<file path="config.mk">
export PLATFORM = sky130hd
export DESIGN_NAME = framed_sample_moving_average
export DESIGN_NICKNAME = d
export VERILOG_FILES = /design/src/sv/fsma_pkg.sv /design/src/sv/fsma_framer.sv /design/src/sv/fsma_cell.sv /design/src/sv/fsma_divider.sv /design/src/sv/framed_sample_moving_average.sv
export SDC_FILE = /design/constraint.sdc
export NUM_CORES = 1
export LEC_CHECK = 0
export ABC_CLOCK_PERIOD_IN_PS = 6800
export BUFFER_PORTS_ARGS = -buffer_cell sky130_fd_sc_hd__buf_2
export CAP_MARGIN = 20
export CORE_AREA = 2 2 133 135
export CTS_BUF_LIST = sky130_fd_sc_hd__clkbuf_4 sky130_fd_sc_hd__clkbuf_8 sky130_fd_sc_hd__clkbuf_16
export CTS_CLUSTER_DIAMETER = 60
export DETAILED_ROUTE_END_ITERATION = 8
export DIE_AREA = 0 0 135 137
export GPL_ROUTABILITY_DRIVEN = 0
export PLACE_DENSITY = 0.81
export SETUP_SLACK_MARGIN = 0.2
export SLEW_MARGIN = 10
export SYNTH_ARGS = -nofsm -noshare
export SYNTH_HDL_FRONTEND = slang
export SYNTH_SLANG_ARGS = --single-unit
</file>
<file path="constraint.sdc">
create_clock -name i_clk -period 6.8 [get_ports i_clk]
set_input_delay 1.36 -clock i_clk [delete_from_list [all_inputs] [get_ports i_clk]]
set_output_delay 1.36 -clock i_clk [all_outputs]
set_load 0.03 [all_outputs]
</file>
<file path="src/sv/fsma_pkg.sv">
// shared types and constants of the framed sample moving average block
// no dependencies
`default_nettype none

package fsma_pkg;

    localparam int SAMPLE_W       = 16;
    localparam int BYTE_W         = 8;
    localparam int WINDOW_DEF     = 8;
    localparam int SYNC_ZEROS_DEF = 4;

    // register file
    localparam int DATA_W = 32;
    localparam int ADDR_W = 3;
    localparam logic REG_DROP_NONNEG = 1'b0;

    // payload byte positions within the little-endian word
    localparam logic [1:0] POS_B0 = 2'd0;
    localparam logic [1:0] POS_B1 = 2'd1;
    localparam logic [1:0] POS_B3 = 2'd3;

    // sample handed from the framer to the window
    typedef struct packed {
        logic                push;
        logic [SAMPLE_W-1:0] sample;
    } t_word;

endpackage

`default_nettype wire

</file>
<file path="src/sv/fsma_framer.sv">
// sync hunter and payload gatherer: finds the zero run, collects four bytes
// depends on fsma_pkg
`default_nettype none

module fsma_framer #(
    parameter int SYNC_ZEROS = fsma_pkg::SYNC_ZEROS_DEF
) (
    input  wire logic                        i_clk,
    input  wire logic                        i_rst_n,
    input  wire logic                        i_accept,
    input  wire logic [fsma_pkg::BYTE_W-1:0] i_byte,
    input  wire logic                        i_drop,
    output fsma_pkg::t_word                  o_word
);

    localparam int ZR_W = $clog2(SYNC_ZEROS + 1);

    typedef enum logic {
        HUNT,
        PAYLOAD
    } t_phase;

    t_phase                      r_phase;
    logic [ZR_W-1:0]             r_zero_run;
    logic [1:0]                  r_pos;
    logic [fsma_pkg::SAMPLE_W-1:0] r_lo;

    logic [ZR_W-1:0] n_zero_run;
    logic            w_last;

    assign n_zero_run = (i_byte == '0) ? r_zero_run + ZR_W'(1) : '0;
    assign w_last     = (r_phase == PAYLOAD) && (r_pos == fsma_pkg::POS_B3);

    // the sign bit of the word is bit 7 of the last byte
    assign o_word.push   = i_accept && w_last && (!i_drop || i_byte[fsma_pkg::BYTE_W-1]);
    assign o_word.sample = r_lo;

    always_ff @(posedge i_clk) begin
        if (!i_rst_n) begin
            r_phase    <= HUNT;
            r_zero_run <= '0;
            r_pos      <= '0;
        end else if (i_accept) begin
            case (r_phase)
                HUNT: begin
                    if (n_zero_run == ZR_W'(SYNC_ZEROS)) begin
                        r_zero_run <= '0;
                        r_pos      <= '0;
                        r_phase    <= PAYLOAD;
                    end else begin
                        r_zero_run <= n_zero_run;
                    end
                end
                PAYLOAD: begin
                    r_pos <= r_pos + 2'd1;
                    if (w_last) begin
                        r_phase <= HUNT;
                    end
                end
                default: r_phase <= HUNT;
            endcase
        end
    end

    // only the low half of the word reaches the samples
    always_ff @(posedge i_clk) begin
        if (i_accept && r_phase == PAYLOAD) begin
            if (r_pos == fsma_pkg::POS_B0) begin
                r_lo[fsma_pkg::BYTE_W-1:0] <= i_byte;
            end
            if (r_pos == fsma_pkg::POS_B1) begin
                r_lo[fsma_pkg::SAMPLE_W-1:fsma_pkg::BYTE_W] <= i_byte;
            end
        end
    end

endmodule

`default_nettype wire

</file>
<file path="src/sv/fsma_cell.sv">
// one sample cell of the window shift line
// depends on fsma_pkg
`default_nettype none

module fsma_cell (
    input  wire logic                          i_clk,
    input  wire logic                          i_rst_n,
    input  wire logic                          i_shift,
    input  wire logic [fsma_pkg::SAMPLE_W-1:0] i_d,
    output logic      [fsma_pkg::SAMPLE_W-1:0] o_q
);

    logic [fsma_pkg::SAMPLE_W-1:0] r_q;

    always_ff @(posedge i_clk) begin
        if (!i_rst_n) begin
            r_q <= '0;
        end else if (i_shift) begin
            r_q <= i_d;
        end
    end

    assign o_q = r_q;

endmodule

`default_nettype wire

</file>
<file path="src/sv/fsma_divider.sv">
// signed divide of the running sum by the window, truncating toward zero,
// as an elastic pipeline ending in the output register; depends on fsma_pkg
`default_nettype none

module fsma_divider #(
    parameter int WINDOW = fsma_pkg::WINDOW_DEF
) (
    input  wire logic                          i_clk,
    input  wire logic                          i_rst_n,
    input  wire logic                          i_valid,
    input  wire logic [fsma_pkg::SAMPLE_W-1:0] i_sum,
    output logic                               o_ready,
    output logic                               o_valid,
    input  wire logic                          i_ready,
    output logic      [fsma_pkg::SAMPLE_W-1:0] o_level
);

    localparam int SW     = fsma_pkg::SAMPLE_W;
    localparam int LOG_W  = $clog2(WINDOW);
    localparam int SHIFT  = SW + LOG_W;
    localparam int RECIP_I = ((1 << SHIFT) + WINDOW - 1) / WINDOW;
    localparam int RW     = SW + 1;
    localparam int PW     = SW + RW;
    localparam logic [RW-1:0] RECIP = RW'(RECIP_I);

    logic          r_v1, r_v2, r_v3, r_valid;
    logic [SW-1:0] r_sum1;
    logic          r_neg2, r_neg3;
    logic [SW-1:0] r_mag2, r_q3, r_level;

    logic    w_adv_o, w_adv3, w_adv2, w_adv1;
    logic [PW-1:0] w_prod;

    assign w_adv_o = !r_valid || i_ready;
    assign w_adv3  = !r_v3 || w_adv_o;
    assign w_adv2  = !r_v2 || w_adv3;
    assign w_adv1  = !r_v1 || w_adv2;
    assign o_ready = w_adv1;

    // exact floor(mag / WINDOW) for any 16-bit magnitude
    assign w_prod = PW'(r_mag2) * PW'(RECIP);

    always_ff @(posedge i_clk) begin
        if (!i_rst_n) begin
            r_v1    <= 1'b0;
            r_v2    <= 1'b0;
            r_v3    <= 1'b0;
            r_valid <= 1'b0;
        end else begin
            if (w_adv1)  r_v1    <= i_valid;
            if (w_adv2)  r_v2    <= r_v1;
            if (w_adv3)  r_v3    <= r_v2;
            if (w_adv_o) r_valid <= r_v3;
        end
    end

    always_ff @(posedge i_clk) begin
        if (w_adv1) begin
            r_sum1 <= i_sum;
        end
        if (w_adv2) begin
            r_neg2 <= r_sum1[SW-1];
            r_mag2 <= r_sum1[SW-1] ? SW'(-r_sum1) : r_sum1;
        end
        if (w_adv3) begin
            r_neg3 <= r_neg2;
            r_q3   <= SW'(w_prod >> SHIFT);
        end
        if (w_adv_o) begin
            r_level <= r_neg3 ? SW'(-r_q3) : r_q3;
        end
    end

    assign o_valid = r_valid;
    assign o_level = r_level;

endmodule

`default_nettype wire

</file>
<file path="src/sv/framed_sample_moving_average.sv">
// top level of the framed sample moving average block
// depends on fsma_pkg, fsma_framer, fsma_cell, fsma_divider
//
// usage
//   rx channel: one byte per request on i_rx_byte, i_rx_valid / o_rx_ready.
//   result channel: o_filtered_level, o_level_valid / i_level_ready; one
//   request for each kept word, the running sum over the window divided by
//   WINDOW, truncated toward zero.
//   a byte is taken every cycle while o_rx_ready is high; a result passes
//   the divider pipeline (r_sum1, r_mag2, r_q3, then output register r_level).
//   words are at least SYNC_ZEROS + 4 bytes apart, so results never limit
//   the byte rate while the receiver keeps up.
//   the samples move down a row of WINDOW cells; the oldest leaves the last
//   cell and is taken off the wrapping 16-bit sum.
//   apb register 0 (byte address 0): bit 0 drops words with the sign bit
//   clear. write only while idle.
//   reset (synchronous, active low) clears the framer, the cells, the sum,
//   the register and all valid flags at once; no clearing pass.
//   if the receiver stalls, results queue in the four pipeline stages; once
//   all are full o_rx_ready falls until the output request is taken.
`default_nettype none

module framed_sample_moving_average #(
    parameter int WINDOW     = fsma_pkg::WINDOW_DEF,
    parameter int SYNC_ZEROS = fsma_pkg::SYNC_ZEROS_DEF
) (
    input  wire logic                          i_clk,
    input  wire logic                          i_rst_n,
    input  wire logic                          i_rx_valid,
    output logic                               o_rx_ready,
    input  wire logic [fsma_pkg::BYTE_W-1:0]   i_rx_byte,
    output logic                               o_level_valid,
    input  wire logic                          i_level_ready,
    output logic      [fsma_pkg::SAMPLE_W-1:0] o_filtered_level,
    input  wire logic                          psel,
    input  wire logic                          penable,
    input  wire logic                          pwrite,
    input  wire logic [fsma_pkg::ADDR_W-1:0]   paddr,
    input  wire logic [fsma_pkg::DATA_W-1:0]   pwdata,
    output logic      [fsma_pkg::DATA_W-1:0]   prdata,
    output logic                               pready
);

    localparam int SW = fsma_pkg::SAMPLE_W;

    logic            r_drop;
    logic [SW-1:0]   r_sum;
    logic [SW-1:0]   n_sum;
    logic            w_accept;
    logic            w_reg_sel;
    fsma_pkg::t_word w_word;
    logic [SW-1:0]   w_q [WINDOW];

    assign w_accept  = i_rx_valid && o_rx_ready;
    assign w_reg_sel = (paddr[fsma_pkg::ADDR_W-1] == fsma_pkg::REG_DROP_NONNEG);

    // register port
    assign pready = 1'b1;
    assign prdata = w_reg_sel ? fsma_pkg::DATA_W'(r_drop) : '0;

    always_ff @(posedge i_clk) begin
        if (!i_rst_n) begin
            r_drop <= 1'b0;
        end else if (psel && penable && pwrite && pready && w_reg_sel) begin
            r_drop <= pwdata[0];
        end
    end

    fsma_framer #(
        .SYNC_ZEROS(SYNC_ZEROS)
    ) u_framer (
        .i_clk   (i_clk),
        .i_rst_n (i_rst_n),
        .i_accept(w_accept),
        .i_byte  (i_rx_byte),
        .i_drop  (r_drop),
        .o_word  (w_word)
    );

    // window shift line, newest sample in cell 0
    for (genvar k = 0; k < WINDOW; k++) begin : g_cell
        if (k == 0) begin : g_head
            fsma_cell u_cell (
                .i_clk  (i_clk),
                .i_rst_n(i_rst_n),
                .i_shift(w_word.push),
                .i_d    (w_word.sample),
                .o_q    (w_q[k])
            );
        end else begin : g_body
            fsma_cell u_cell (
                .i_clk  (i_clk),
                .i_rst_n(i_rst_n),
                .i_shift(w_word.push),
                .i_d    (w_q[k-1]),
                .o_q    (w_q[k])
            );
        end
    end

    assign n_sum = r_sum - w_q[WINDOW-1] + w_word.sample;

    always_ff @(posedge i_clk) begin
        if (!i_rst_n) begin
            r_sum <= '0;
        end else if (w_word.push) begin
            r_sum <= n_sum;
        end
    end

    fsma_divider #(
        .WINDOW(WINDOW)
    ) u_divider (
        .i_clk  (i_clk),
        .i_rst_n(i_rst_n),
        .i_valid(w_word.push),
        .i_sum  (n_sum),
        .o_ready(o_rx_ready),
        .o_valid(o_level_valid),
        .i_ready(i_level_ready),
        .o_level(o_filtered_level)
    );

endmodule

`default_nettype wire

</file>
==> results.md <==
- Run status: completed
- Mapped Area: 10100 um^2
- Dominant cell type by area after synthesis: dfxtp_1
- Multi-input gate area: 4160 um^2
- Worst VDD drop: between 0.15 and 0.2 mV
- Detailed-route via count: around 6700
- Pre-CTS WS: between 1.5 and 2 ns
- Share of layout cells above drive strength 1: 8.70%
- Flops & latches, synth: ~230
- Layout area overhead: 9.11%
- Worst EP required: between 5 and 6 ns
- Worst setup SP type: input port
- Worst-path fanout max: 18
- Root buf cell: clkbuf_16
- Clock share of power: between 40% and 50%
- Postcts setup bufs: 0
- # IOs: just over 100
- Unrepaired setup endpoints after global routing: no
- Via/cell ratio: roughly 5.2
- DR DRC count: 0
- First-pass DRT Iterations: 5
- Number of flops mapped to enable cells by yosys: 76
- # resized after CTS: 0
- Sw Ratio: between 10% and 20%
- Gr ovfl total: 0
- Initial antenna violation count: 0
- Max_slew headroom: between 20% and 30%
- Slew of the pin with the lowest slew margin: approximately 1.1 ns
- Most common cell in the netlist: nand2_1
- Kind of critical path: in -> out
- Total Wirelength: about 17000 um
- Tmin final: between 4 and 5 ns
- Slew Limit Fails: 0
- Seq/Total Area, Yosys: a little over half
- Fill cell count: between 1000 and 1500
- GRT Total Usage: 18.9%
- Worst Path Arrival: 3.19 ns
- Hold Worst Slack: between 0.4 and 0.5 ns
- Initial core utilization: 59.4%
- Top-area cell type share of the netlist area: 30.6%
- CP max-delay cell: or2_2
- Worst-path cell chain: buf_2, nand4b_1, or2_2, buf_2
- Sw Pwr: 536 uW
- I/O Buffers: 35
- H-tree depth: 1
- Wire length per cell: between 10 and 15 um
- Die Width: about 140 um
- Cell Rows: 48
- Max-cap viol count: 0
- ANT nets after route: 0
- Area of the core: about 17000 um^2
- Syn_area_per_cell: 9.71 um^2
- Crit path top cell by count: buf_2
- DP Area: a little over 10000 um^2
- Clock Tree Buf Depth: 3
- Achievable frequency: 0.220 GHz
- Flop pwr share: between 50% and 60%
- Comb pwr share: between 2 and 2.5%
- Worst setup EP type: primary output
- First-pass GRT wire length: 28900 um
- Post-CTS Hold Fix Bufs: 0
- Clock latency on the worst-skew pair: about 0.50 ns
- Max incr delay on CP: between 0.7 and 0.8 ns
- Number of global-route vias before repair: 6313
- Tcrit/Tclk final: between 60 and 70%
- TritonCTS Buffers: 24
- Post-synth cell types: just under 60
- Ys async rst share: 0%
- Clk_skew: between 0.008 and 0.009 ns
- HPWL after DPL: between 10000 and 15000 um
- Internal power: about 2.2 mW
- Antenna Cells: 0
- Setup_tns: 0 ns
- PD cells: about 240 nW/um^2
- Ys Warns: 0
- Design Power: 2.69 mW
- Die area: around 18000 um^2
- Top FF cell, synth: dfxtp_1
- Synth area leaders: dfxtp_1, edfxtp_1, nand2_1
- FF+latch area: ~5400 um^2
- Largest net degree at the start of global routing: 150
- Cells after Synth: between 1000 and 1500
- CTS tree: done
- Worst Hold Class: reg -> reg
- Count of final setup violators: 0
- Design area: ~11000 um^2
- Final worst slack: 2.25 ns
- Leak: between 3 and 4 nW
- Layout Nets: 1138
- Commonest cells in the netlist: nand2_1, dfxtp_1, a21boi_0
- CTS sink count: ~230
- Number of DRC markers in iteration 0: ~420
- Chip height: 137 um
- Final hold violations: 0
- CTS clk-pin slew, worst paths: 0.06 ns
-- sequential cells by signal, indices dropped and copies added, names as in the netlist, 2 cells and up --
name	cells
u_framer.r_pos	2
g_cell.g_body.u_cell.o_q	112
u_divider.r_sum1	16
g_cell.g_head.u_cell.o_q	16
r_sum	16
u_divider.o_level	16
u_divider.r_mag2	13
u_divider.r_q3	13
u_framer.r_zero_run	3
u_framer.r_lo	16
-- area by class of cell --
type,instances,share of cell area [%]
Clock buffer,35,6.45
Clock inverter,8,0.351
Inverter,69,2.34
Multi-Input combinational cell,687,37.6
Sequential cell,231,48.7
Tap cell,225,2.55
Timing Repair Buffer,39,1.99
-- power by group through the flow --
stage	Sequential [mW]	Clock (mW)	Combinational (mW)
floorplan	1.45	0	0.0587
detailed placement	1.45	0	0.0552
global route	1.42	1.31	0.0601
finish	1.42	1.22	0.0554
global placement	1.45	0	0.0548
CTS	1.42	1.25	0.0553
-- final timing paths --
| path | from | to | slack, ns | cells past startpoint |
|---|---|---|---|---|
| worst max-delay path | i_level_ready | o_rx_ready | 2.25 | 4 |
| worst min-delay path | u_divider.r_mag2[4]$_DFFE_PP_ | u_divider.r_q3[1]$_DFFE_PP_ | 0.42 | 0 |
| worst max register to register | u_divider.r_v3$_SDFFE_PN0P_ | g_cell[1].g_body.u_cell.o_q[10]$_SDFFE_PN0P_ | 3.03 | 6 |
| worst min register to register | u_divider.r_mag2[4]$_DFFE_PP_ | u_divider.r_q3[1]$_DFFE_PP_ | 0.42 | 0 |
-- layout by cell type (no fill, tap or decap), types with 4 or more instances in the layout --
cell | Yosys | routed
edfxtp_1 | 76 | 76
xnor2_1 | 36 | 36
a21boi_0 | 139 | 139
o21ai_0 | 15 | 15
conb_1 | 2 | 32
inv_1 | 69 | 69
a21o_1 | 7 | 7
buf_2 | 5 | 34
nor2b_1 | 7 | 7
nor2_1 | 12 | 12
clkbuf_4 | 0 | 8
o21a_1 | 7 | 7
dfxtp_1 | 155 | 155
a21oi_1 | 14 | 14
o211ai_1 | 4 | 4
clkinv_2 | 0 | 4
nand4_1 | 6 | 6
fa_1 | 15 | 15
nand3_1 | 12 | 12
o31a_1 | 4 | 4
o31ai_1 | 7 | 7
nand2_1 | 292 | 292
buf_4 | 32 | 4
clkbuf_16 | 0 | 25
ha_1 | 21 | 21
-- layer usage --
metal | share of wire [%] | vias to the layer above | GRT usage [%]
met1 | 45 | 3160 | 24.5
li1 | - | 3404 | -
met5 | 0 | - | 0
met4 | 2.3 | 0 | 6.02
met3 | 3.5 | 37 | 2.96
met2 | 49 | 108 | 32.6
-- through the flow --
step | util [%] | std cells
global route | 64.8 | 1294
detailed placement | 60.4 | 1251
CTS | 64.8 | 1294
finish | 64.8 | 1294
global placement | 60.4 | 1251
floorplan | - | 1074
-- cell families (layout without fill, tap and decap cells) --
group	Yosys count	after routing	share of synthesized area [%]
xor+xnor	39	39	3.37
fa+ha+maj	36	36	5.56
simple gates	361	361	15.1
compound gates	217	217	15.5
buf+inv	156	151	7.03
flops	231	231	53.1
other cells	2	32	0.0741
mux	2	2	0.198
-- critical path, delay by kind of cell --
family | cells | cell delay [ns]
buffers and inverters | 2 | 0.36
and+or+nand+nor | 2 | 1.47
Note: power is estimated with default switching activity, not from simulation.
